==> config.mk <==
export PLATFORM = sky130hd
export DESIGN_NAME = extent_piece_splitter_flat
export DESIGN_NICKNAME = d
export VERILOG_FILES = /design/src/sv/ess_pkg.sv /design/src/sv/ess_req_if.sv /design/src/sv/ess_rsp_if.sv /design/src/sv/ess_div.sv /design/src/sv/extent_piece_splitter.sv /design/src/flat_wrapper.sv
export SDC_FILE = /design/constraint.sdc
export NUM_CORES = 1
export LEC_CHECK = 0
export BUFFER_PORTS_ARGS = -buffer_cell sky130_fd_sc_hd__buf_2
export CAP_MARGIN = 5
export CORE_MARGIN = 3
export CORE_UTILIZATION = 35
export CTS_CLUSTER_SIZE = 20
export DETAILED_ROUTE_END_ITERATION = 7
export GPL_ROUTABILITY_DRIVEN = 0
export PLACE_DENSITY = 0.63
export SKIP_CTS_REPAIR_TIMING = 1
export SLEW_MARGIN = 15
export SYNTH_ARGS = -nofsm -noshare
export SYNTH_HDL_FRONTEND = slang
export SYNTH_SLANG_ARGS = --single-unit
==> constraint.sdc <==
create_clock -name i_clk -period 6.3 [get_ports i_clk]
set_input_delay 0.315 -clock i_clk [delete_from_list [all_inputs] [get_ports i_clk]]
set_output_delay 0.315 -clock i_clk [all_outputs]
set_load 0.05 [all_outputs]
==> src/sv/ess_pkg.sv <==
// shared types and constants of the extent piece splitter
`timescale 1ns / 1ps

package ess_pkg;

    localparam int COORD_BITS_DEF     = 16;
    localparam int MIN_PIECE_SIZE_DEF = 4;
    localparam int FIELD_BITS         = 16;
    localparam int HALF_BITS          = FIELD_BITS - 1;
    localparam int AXES               = 3;
    localparam int CFG_IDX_BITS       = 3;

    localparam logic [CFG_IDX_BITS-1:0] REG_WHOLE_X_LO = 3'd0;
    localparam logic [CFG_IDX_BITS-1:0] REG_WHOLE_X_HI = 3'd1;
    localparam logic [CFG_IDX_BITS-1:0] REG_WHOLE_Y_LO = 3'd2;
    localparam logic [CFG_IDX_BITS-1:0] REG_WHOLE_Y_HI = 3'd3;
    localparam logic [CFG_IDX_BITS-1:0] REG_WHOLE_Z_LO = 3'd4;
    localparam logic [CFG_IDX_BITS-1:0] REG_WHOLE_Z_HI = 3'd5;

    typedef enum logic [1:0] {
        AX_X = 2'd0,
        AX_Y = 2'd1,
        AX_Z = 2'd2
    } t_axis;

    typedef enum logic [2:0] {
        S_IDLE,
        S_SEL,
        S_MUL,
        S_DIV,
        S_UPD,
        S_OUT
    } t_state;

endpackage

==> src/sv/ess_req_if.sv <==
// request channel: piece index and piece count
`timescale 1ns / 1ps

interface ess_req_if;
    import ess_pkg::*;

    logic                  valid;
    logic                  ready;
    logic [FIELD_BITS-1:0] piece_index;
    logic [FIELD_BITS-1:0] piece_count;

    modport source (output valid, output piece_index, output piece_count, input ready);
    modport sink   (input valid, input piece_index, input piece_count, output ready);
endinterface

==> src/sv/ess_rsp_if.sv <==
// result channel: piece extent and nonempty flag
`timescale 1ns / 1ps

interface ess_rsp_if #(
    parameter int COORD_BITS = ess_pkg::COORD_BITS_DEF
);
    logic                         valid;
    logic                         ready;
    logic signed [COORD_BITS-1:0] piece_x_lo;
    logic signed [COORD_BITS-1:0] piece_x_hi;
    logic signed [COORD_BITS-1:0] piece_y_lo;
    logic signed [COORD_BITS-1:0] piece_y_hi;
    logic signed [COORD_BITS-1:0] piece_z_lo;
    logic signed [COORD_BITS-1:0] piece_z_hi;
    logic                         piece_nonempty;

    modport source (
        output valid, output piece_x_lo, output piece_x_hi, output piece_y_lo,
        output piece_y_hi, output piece_z_lo, output piece_z_hi, output piece_nonempty,
        input ready
    );
    modport sink (
        input valid, input piece_x_lo, input piece_x_hi, input piece_y_lo,
        input piece_y_hi, input piece_z_lo, input piece_z_hi, input piece_nonempty,
        output ready
    );
endinterface

==> src/sv/ess_div.sv <==
// restoring divider, one quotient bit per cycle
`timescale 1ns / 1ps

module ess_div #(
    parameter int NUM_BITS = 31,
    parameter int DEN_BITS = 16,
    parameter int Q_BITS   = 16
) (
    input  logic                i_clk,
    input  logic                i_rst_n,
    input  logic                i_start,
    input  logic [NUM_BITS-1:0] i_num,
    input  logic [DEN_BITS-1:0] i_den,
    output logic                o_done,
    output logic [Q_BITS-1:0]   o_quot
);
    localparam int CNT_BITS = (Q_BITS > 1) ? $clog2(Q_BITS) : 1;

    logic                r_busy;
    logic                r_done;
    logic [CNT_BITS-1:0] r_cnt;
    logic [DEN_BITS-1:0] r_rem;
    logic [DEN_BITS-1:0] r_den;
    logic [Q_BITS-1:0]   r_q;

    logic [DEN_BITS:0] w_trial;
    logic [DEN_BITS:0] w_diff;
    logic              w_ge;

    always_comb begin
        w_trial = {r_rem, r_q[Q_BITS-1]};
        w_ge    = w_trial >= {1'b0, r_den};
        w_diff  = w_trial - {1'b0, r_den};
    end

    always_ff @(posedge i_clk) begin
        if (!i_rst_n) begin
            r_busy <= 1'b0;
            r_done <= 1'b0;
            r_cnt  <= '0;
        end else begin
            r_done <= 1'b0;
            if (i_start) begin
                r_busy <= 1'b1;
                r_cnt  <= CNT_BITS'(Q_BITS - 1);
            end else if (r_busy) begin
                if (r_cnt == '0) begin
                    r_busy <= 1'b0;
                    r_done <= 1'b1;
                end else begin
                    r_cnt <= r_cnt - CNT_BITS'(1);
                end
            end
        end
    end

    always_ff @(posedge i_clk) begin
        if (i_start) begin
            r_rem <= DEN_BITS'(i_num[NUM_BITS-1:Q_BITS]);
            r_q   <= i_num[Q_BITS-1:0];
            r_den <= i_den;
        end else if (r_busy) begin
            r_rem <= w_ge ? w_diff[DEN_BITS-1:0] : w_trial[DEN_BITS-1:0];
            r_q   <= {r_q[Q_BITS-2:0], w_ge};
        end
    end

    assign o_done = r_done;
    assign o_quot = r_q;

    a_no_restart: assert property (@(posedge i_clk) disable iff (!i_rst_n)
        i_start |-> !r_busy)
        else $error("divider started while busy");

    a_done_after_busy: assert property (@(posedge i_clk) disable iff (!i_rst_n)
        r_done |-> $past(r_busy) && !r_busy)
        else $error("divider done without a run");

    a_rem_below_den: assert property (@(posedge i_clk) disable iff (!i_rst_n)
        r_busy |-> r_rem < r_den)
        else $error("partial remainder not below divisor");
endmodule

==> src/sv/extent_piece_splitter.sv <==
// top level: extent piece splitter by recursive bisection
//
// i_req carries piece_index and piece_count; o_rsp returns the extent of that
// piece and a nonempty flag, one result per request. The whole extent sits in
// six registers written through i_cfg_we / i_cfg_idx / i_cfg_data (indices
// x_lo, x_hi, y_lo, y_hi, z_lo, z_hi; others ignored); the user must write them
// only while idle, which the block itself does not enforce. One item runs up
// to 16 bisection rounds. A round runs axis choice, one multiply, COORD_BITS
// steps of the shared restoring divider and the extent update.
// i_req.ready is high only while no item is in work; the result sits in an
// output register, so the next item is taken while it waits. If the output
// register is still full when an item finishes, the block holds until it is
// taken. Reset clears the extent registers to zero and empties the output.
`timescale 1ns / 1ps

module extent_piece_splitter #(
    parameter int COORD_BITS     = ess_pkg::COORD_BITS_DEF,
    parameter int MIN_PIECE_SIZE = ess_pkg::MIN_PIECE_SIZE_DEF
) (
    input  logic                              i_clk,
    input  logic                              i_rst_n,
    input  logic                              i_cfg_we,
    input  logic [ess_pkg::CFG_IDX_BITS-1:0]  i_cfg_idx,
    input  logic [COORD_BITS-1:0]             i_cfg_data,
    ess_req_if.sink                           i_req,
    ess_rsp_if.source                         o_rsp
);
    import ess_pkg::*;

    localparam int SZ_BITS   = (COORD_BITS + 1 > 13) ? COORD_BITS + 1 : 13;
    localparam int PROD_BITS = COORD_BITS + HALF_BITS;
    localparam logic signed [SZ_BITS-1:0] MIN2 = SZ_BITS'(2 * MIN_PIECE_SIZE);

    t_state r_state;
    t_state n_state;

    logic signed [COORD_BITS-1:0] r_whole_lo [AXES];
    logic signed [COORD_BITS-1:0] r_whole_hi [AXES];
    logic signed [COORD_BITS-1:0] r_lo       [AXES];
    logic signed [COORD_BITS-1:0] r_hi       [AXES];
    logic signed [COORD_BITS-1:0] r_out_lo   [AXES];
    logic signed [COORD_BITS-1:0] r_out_hi   [AXES];
    logic                         r_out_nonempty;
    logic                         r_out_valid;
    logic                         r_nonempty;
    logic [FIELD_BITS-1:0]        r_piece;
    logic [FIELD_BITS-1:0]        r_count;
    logic [HALF_BITS-1:0]         r_half;
    logic [COORD_BITS-1:0]        r_size;
    t_axis                        r_axis;

    logic signed [SZ_BITS-1:0] w_size [AXES];
    logic                      w_split;
    t_axis                     w_axis;
    logic [COORD_BITS-1:0]     w_sel_size;
    logic [PROD_BITS-1:0]      w_prod;
    logic [COORD_BITS-1:0]     w_quot;
    logic [COORD_BITS-1:0]     w_mid;
    logic                      w_first;
    logic                      w_div_done;
    logic                      w_div_start;
    logic                      w_out_free;
    logic                      w_load_out;
    logic                      w_req_ready;

    // per-axis sizes and axis choice, z first, then y, then x
    always_comb begin
        for (int a = 0; a < AXES; a++) begin
            w_size[a] = SZ_BITS'($signed(r_hi[a])) - SZ_BITS'($signed(r_lo[a]));
        end
        w_split    = 1'b1;
        w_axis     = AX_X;
        w_sel_size = w_size[AX_X][COORD_BITS-1:0];
        priority if (w_size[AX_Z] >= w_size[AX_Y] && w_size[AX_Z] >= w_size[AX_X]
                     && w_size[AX_Z] >= MIN2) begin
            w_axis     = AX_Z;
            w_sel_size = w_size[AX_Z][COORD_BITS-1:0];
        end else if (w_size[AX_Y] >= w_size[AX_X] && w_size[AX_Y] >= MIN2) begin
            w_axis     = AX_Y;
            w_sel_size = w_size[AX_Y][COORD_BITS-1:0];
        end else if (w_size[AX_X] >= MIN2) begin
            w_axis     = AX_X;
            w_sel_size = w_size[AX_X][COORD_BITS-1:0];
        end else begin
            w_split = 1'b0;
        end
    end

    assign w_prod     = PROD_BITS'(r_size) * PROD_BITS'(r_half);
    assign w_mid      = r_lo[r_axis] + w_quot;
    assign w_first    = r_piece < {1'b0, r_half};
    assign w_out_free = !r_out_valid || o_rsp.ready;

    ess_div #(
        .NUM_BITS (PROD_BITS),
        .DEN_BITS (FIELD_BITS),
        .Q_BITS   (COORD_BITS)
    ) u_div (
        .i_clk   (i_clk),
        .i_rst_n (i_rst_n),
        .i_start (w_div_start),
        .i_num   (w_prod),
        .i_den   (r_count),
        .o_done  (w_div_done),
        .o_quot  (w_quot)
    );

    // next state
    always_comb begin
        n_state = r_state;
        unique case (r_state)
            S_IDLE: if (i_req.valid) n_state = S_SEL;
            S_SEL: begin
                if (r_count > FIELD_BITS'(1) && w_split) begin
                    n_state = S_MUL;
                end else begin
                    n_state = S_OUT;
                end
            end
            S_MUL: n_state = S_DIV;
            S_DIV: if (w_div_done) n_state = S_UPD;
            S_UPD: n_state = S_SEL;
            S_OUT: if (w_out_free) n_state = S_IDLE;
            default: n_state = S_IDLE;
        endcase
    end

    // state outputs
    always_comb begin
        w_req_ready = 1'b0;
        w_div_start = 1'b0;
        w_load_out  = 1'b0;
        unique case (r_state)
            S_IDLE: w_req_ready = 1'b1;
            S_MUL:  w_div_start = 1'b1;
            S_OUT:  w_load_out  = w_out_free;
            default: begin
            end
        endcase
    end

    always_ff @(posedge i_clk) begin
        if (!i_rst_n) begin
            r_state     <= S_IDLE;
            r_out_valid <= 1'b0;
            for (int a = 0; a < AXES; a++) begin
                r_whole_lo[a] <= '0;
                r_whole_hi[a] <= '0;
            end
        end else begin
            r_state <= n_state;
            if (w_load_out) begin
                r_out_valid <= 1'b1;
            end else if (o_rsp.ready) begin
                r_out_valid <= 1'b0;
            end
            if (i_cfg_we) begin
                unique case (i_cfg_idx)
                    REG_WHOLE_X_LO: r_whole_lo[AX_X] <= i_cfg_data;
                    REG_WHOLE_X_HI: r_whole_hi[AX_X] <= i_cfg_data;
                    REG_WHOLE_Y_LO: r_whole_lo[AX_Y] <= i_cfg_data;
                    REG_WHOLE_Y_HI: r_whole_hi[AX_Y] <= i_cfg_data;
                    REG_WHOLE_Z_LO: r_whole_lo[AX_Z] <= i_cfg_data;
                    REG_WHOLE_Z_HI: r_whole_hi[AX_Z] <= i_cfg_data;
                    default: begin
                    end
                endcase
            end
        end
    end

    // working extent and round bookkeeping
    always_ff @(posedge i_clk) begin
        unique case (r_state)
            S_IDLE: begin
                if (i_req.valid) begin
                    for (int a = 0; a < AXES; a++) begin
                        r_lo[a] <= r_whole_lo[a];
                        r_hi[a] <= r_whole_hi[a];
                    end
                    r_piece    <= i_req.piece_index;
                    r_count    <= i_req.piece_count;
                    r_nonempty <= 1'b1;
                end
            end
            S_SEL: begin
                if (r_count > FIELD_BITS'(1)) begin
                    if (w_split) begin
                        r_axis <= w_axis;
                        r_size <= w_sel_size;
                        r_half <= r_count[FIELD_BITS-1:1];
                    end else if (r_piece != '0) begin
                        r_nonempty <= 1'b0;
                    end
                end
            end
            S_UPD: begin
                if (w_first) begin
                    r_hi[r_axis] <= w_mid;
                    r_count      <= FIELD_BITS'(r_half);
                end else begin
                    r_lo[r_axis] <= w_mid;
                    r_count      <= r_count - FIELD_BITS'(r_half);
                    r_piece      <= r_piece - FIELD_BITS'(r_half);
                end
            end
            default: begin
            end
        endcase
        if (w_load_out) begin
            for (int a = 0; a < AXES; a++) begin
                r_out_lo[a] <= r_lo[a];
                r_out_hi[a] <= r_hi[a];
            end
            r_out_nonempty <= r_nonempty;
        end
    end

    assign i_req.ready          = w_req_ready;
    assign o_rsp.valid          = r_out_valid;
    assign o_rsp.piece_x_lo     = r_out_lo[AX_X];
    assign o_rsp.piece_x_hi     = r_out_hi[AX_X];
    assign o_rsp.piece_y_lo     = r_out_lo[AX_Y];
    assign o_rsp.piece_y_hi     = r_out_hi[AX_Y];
    assign o_rsp.piece_z_lo     = r_out_lo[AX_Z];
    assign o_rsp.piece_z_hi     = r_out_hi[AX_Z];
    assign o_rsp.piece_nonempty = r_out_nonempty;

    a_cut_size_ok: assert property (@(posedge i_clk) disable iff (!i_rst_n)
        r_state == S_MUL |-> SZ_BITS'(r_size) >= MIN2 && r_count > FIELD_BITS'(1))
        else $error("cut started on an axis below the minimum size");

    a_div_done_in_div: assert property (@(posedge i_clk) disable iff (!i_rst_n)
        w_div_done |-> r_state == S_DIV)
        else $error("divider finished outside the divide state");

    a_load_needs_room: assert property (@(posedge i_clk) disable iff (!i_rst_n)
        r_out_valid && !o_rsp.ready |-> !w_load_out)
        else $error("output register overwritten while held");
endmodule

==> src/flat_wrapper.sv <==
// flat-port wrapper written by rule: the top's interface ports become plain ports
module extent_piece_splitter_flat import ess_pkg::*;
#(
    parameter int COORD_BITS     = ess_pkg::COORD_BITS_DEF,
    parameter int MIN_PIECE_SIZE = ess_pkg::MIN_PIECE_SIZE_DEF
)
  (i_clk, i_rst_n, i_cfg_we, i_cfg_idx, i_cfg_data, i_req_valid, i_req_piece_index, i_req_piece_count, i_req_ready, o_rsp_valid, o_rsp_piece_x_lo, o_rsp_piece_x_hi, o_rsp_piece_y_lo, o_rsp_piece_y_hi, o_rsp_piece_z_lo, o_rsp_piece_z_hi, o_rsp_piece_nonempty, o_rsp_ready);
  ess_req_if i_req_i ();
  ess_rsp_if #(.COORD_BITS(COORD_BITS)) o_rsp_i ();
  input  logic i_clk;
  input  logic i_rst_n;
  input  logic i_cfg_we;
  input  logic [ess_pkg::CFG_IDX_BITS-1:0] i_cfg_idx;
  input  logic [COORD_BITS-1:0] i_cfg_data;
  input wire logic [$bits(i_req_i.valid)-1:0] i_req_valid;
  input wire logic [$bits(i_req_i.piece_index)-1:0] i_req_piece_index;
  input wire logic [$bits(i_req_i.piece_count)-1:0] i_req_piece_count;
  output wire logic [$bits(i_req_i.ready)-1:0] i_req_ready;
  output wire logic [$bits(o_rsp_i.valid)-1:0] o_rsp_valid;
  output wire logic [$bits(o_rsp_i.piece_x_lo)-1:0] o_rsp_piece_x_lo;
  output wire logic [$bits(o_rsp_i.piece_x_hi)-1:0] o_rsp_piece_x_hi;
  output wire logic [$bits(o_rsp_i.piece_y_lo)-1:0] o_rsp_piece_y_lo;
  output wire logic [$bits(o_rsp_i.piece_y_hi)-1:0] o_rsp_piece_y_hi;
  output wire logic [$bits(o_rsp_i.piece_z_lo)-1:0] o_rsp_piece_z_lo;
  output wire logic [$bits(o_rsp_i.piece_z_hi)-1:0] o_rsp_piece_z_hi;
  output wire logic [$bits(o_rsp_i.piece_nonempty)-1:0] o_rsp_piece_nonempty;
  input wire logic [$bits(o_rsp_i.ready)-1:0] o_rsp_ready;
  assign i_req_i.valid = i_req_valid;
  assign i_req_i.piece_index = i_req_piece_index;
  assign i_req_i.piece_count = i_req_piece_count;
  assign i_req_ready = i_req_i.ready;
  assign o_rsp_valid = o_rsp_i.valid;
  assign o_rsp_piece_x_lo = o_rsp_i.piece_x_lo;
  assign o_rsp_piece_x_hi = o_rsp_i.piece_x_hi;
  assign o_rsp_piece_y_lo = o_rsp_i.piece_y_lo;
  assign o_rsp_piece_y_hi = o_rsp_i.piece_y_hi;
  assign o_rsp_piece_z_lo = o_rsp_i.piece_z_lo;
  assign o_rsp_piece_z_hi = o_rsp_i.piece_z_hi;
  assign o_rsp_piece_nonempty = o_rsp_i.piece_nonempty;
  assign o_rsp_i.ready = o_rsp_ready;
  extent_piece_splitter #(.COORD_BITS(COORD_BITS), .MIN_PIECE_SIZE(MIN_PIECE_SIZE)) u_core (.i_clk(i_clk), .i_rst_n(i_rst_n), .i_cfg_we(i_cfg_we), .i_cfg_idx(i_cfg_idx), .i_cfg_data(i_cfg_data), .i_req(i_req_i), .o_rsp(o_rsp_i));
endmodule
==> flow_summary.yaml <==
run_status:
  status: "finished, violations left"
  violations: "hold timing"
critical_path:
  crit_start: "u_core.r_half[2]"
  r2r_end: "u_core.u_div.r_rem[11]"
  reg2reg_depth: 25
  crit_type: "register to register"
  start_kind: "register"
  timing.rr.start: "u_core.r_half[2]"
  critPathMaxFanout: 4
  setup.worst_path.end: "u_core.u_div.r_rem[11]"
  cp.arrival_ns: 6.61
  end_kind: "register"
  crit_required_ns: 6.62
  rrSetupSlack_ns: 0.02
timing:
  period_share: 0.9975
  slew_violations: 0
  setup-tns-final_ns: 0
  rsz0062_at_grt: "yes"
  worstMarginPinSlew_ns: 1.152
  fmax_mhz: 159.1
  maxSlewHeadroom: 0.2322
  setup_ws_ns: 0.01566
  hold_slack_ns: -0.004547
  finalHoldViolCount: 3
  period_needed_ns: 6.284
  setup_viol: 0
  finClkSkew_ns: 0.02481
clocking:
  cts_tree: "built"
  clock_latency_ns: 0.60
  cts_num_sinks: 431
  clk_pin_slew_ns: 0.06
  clk_path_buf_depth: 3
  cts_buffers: 46
  htree_levels: 2
  clockRootBuffer: "clkbuf_16"
floorplan:
  die_h_um: 302.7
  initial_utilization: 0.3540
  row_count: 108
  die_area_um2: 91620
  die_w_um: 302.7
  ios: 155
  core_um2: 87020
route:
  drc: 0
  vias_per_cell: 5.109
  routedWlPerCell_um: 20.15
  ant_nets: 0
  first_iter_violations: 1504
  routed-via-count: 21400
  routed_wl_um: 84420
  drt-pass1-iter-count: 5
synth:
  syn_area_um2: 30810
  synthCells: 2722
  synth-async-reset-ratio: 0
  syn_avg_cell_area_um2: 11.32
  synth_cell_types: 103
  synth-edff-count: 418
  synth-main-ff-cell: "edfxtp_1"
  ys_ff_latch: 431
  synth_top_cells_by_area: "edfxtp_1 (41%), fa_1 (12%), ha_1 (9.9%)"
  synth_nets: 3208
  ys_seq_area_frac: 0.4159
  yosysTopAreaCell: "edfxtp_1"
  yosysTopAreaCellShare: 0.4074
  synth-warning-count: 0
global_route:
  first_global_vias: 21500
  antenna_found_initial: 1
  grt_start_max_net_pins: 68
  grt_usage: 0.1845
  grt_pass1_wl_um: 129000
  grt_overflow: 0
final_layout:
  fin_nets: 3483
  drive_gt1_frac: 0.1972
  area_growth_pct: 16.66
  multi_input_area_um2: 16560
  mostFrequentLayoutCells: "edfxtp_1 (418), inv_1 (363), ha_1 (232)"
  nFillCells: 8299
  layout.cells.most_common: "edfxtp_1"
  seq_area_um2: 12810
hold_path:
  hp-start: "i_req_piece_index[8]"
  hold_path_class: "primary input to register"
placement:
  port_buffers: 154
  place_hpwl_um: 65660
  pre_cts_slack_ns: -0.2938
job:
  drv_cap: 0
==> metrics by stage <==
stage / cells / utilization / instance area, um2
finish: 4189 / 0.4130 / 35940
global route: 4188 / 0.4130 / 35940
CTS: 4164 / 0.4069 / 35410
detailed placement: 4081 / 0.3889 / 33840
global placement: 4081 / 0.3889 / 33840
floorplan: 2722 / - / 30840
==> how the worst min path moves through the flow <==
stage                                        to  slack [ns]  cells past startpoint
floorplan           u_core.o_rsp.piece_nonempty        0.40                      0
global placement    u_core.o_rsp.piece_nonempty        0.40                      0
detailed placement  u_core.o_rsp.piece_nonempty        0.41                      0
CTS                          u_core.r_piece[11]       -0.04                      3
global route                 u_core.r_piece[11]       0.001                      3
finish                        u_core.r_piece[8]      -0.005                      3
==> cell families (layout without fill, tap and decap cells) <==
logic type	count (synthesis)	after routing	share of synthesized area
other cells	0	2	0
fa+ha+maj	431	431	0.2205
flops	431	431	0.4159
simple gates	699	699	0.1159
buf+inv	463	773	0.05787
compound gates	437	437	0.09812
mux	144	144	0.05746
xor+xnor	117	117	0.03424
==> worst max-delay path, cell delays in order (launching register included) <==
cell and delay (ns):
edfxtp_1 0.47, and2_4 0.21, fa_1 0.55, inv_2 0.05, fa_1 0.52, inv_2 0.04, fa_1 0.47, inv_1 0.05
fa_1 0.47, inv_1 0.05, fa_1 0.50, inv_2 0.05, fa_1 0.50, inv_2 0.05, ha_4 0.21, a21o_1 0.17
a21oi_2 0.15, o22a_1 0.20, o311ai_4 0.13, a41oi_2 0.30, o21ai_2 0.13, a31oi_4 0.20, o21bai_1 0.11, a21oi_1 0.17
xor2_1 0.20, o21ai_1 0.07
==> flip-flops by register name, summed over array words and instances (netlist names), named ones only <==
register / cells
u_core.r_out_lo: 48
u_core.r_state: 3
u_core.r_hi: 48
u_core.u_div.o_done: 1
u_core.r_lo: 64
u_core.o_rsp.valid: 1
u_core.r_whole_hi: 48
u_core.u_div.r_cnt: 4
u_core.u_div.r_den: 16
u_core.r_out_hi: 48
u_core.r_nonempty: 1
u_core.u_div.o_quot: 16
u_core.r_axis: 2
u_core.u_div.r_rem: 16
u_core.u_div.r_busy: 1
u_core.r_count: 16
u_core.r_whole_lo: 48
u_core.r_piece: 16
u_core.o_rsp.piece_nonempty: 1
u_core.r_size: 16
u_core.r_half: 15
==> cell usage after synthesis, drive strengths merged (12+ instances only) <==
master / count
edfxtp: 418
inv: 379
ha: 243
nand2: 218
fa: 187
and2: 183
nor2: 109
o21ai: 104
mux2: 103
a21oi: 102
xnor2: 82
clkbuf: 64
a21o: 47
xor2: 34
nor3: 32
nor2b: 29
nand3: 27
mux2i: 25
nand2b: 23
o21a: 23
buf: 18
mux4: 16
nor4: 14
or3: 14
dfxtp: 13
o211ai: 13
o31ai: 13
a211oi: 12
a222oi: 12
==> final cells by class <==
class	count	area share
multi-input combinational	1828	0.4607
sequential	431	0.3565
timing repair buffer	309	0.05904
tap	1155	0.04021
inverter	381	0.03979
clock buffer	48	0.03224
clock inverter	35	0.01142
antenna	2	0.0001392
==> metal layers <==
layer / GRT usage / up-vias / share of wire
met3: 0.02755 / 139 / 0.058
met5: 0 / - / 0
met4: 0.05293 / 0 / 0.029
li1: - / 10040 / -
met2: 0.3117 / 631 / 0.49
met1: 0.2466 / 10590 / 0.42
Power is left out: the tool's default activity adds up to more than one toggle a clock period on the data nets, which glitch-free logic cannot reach.
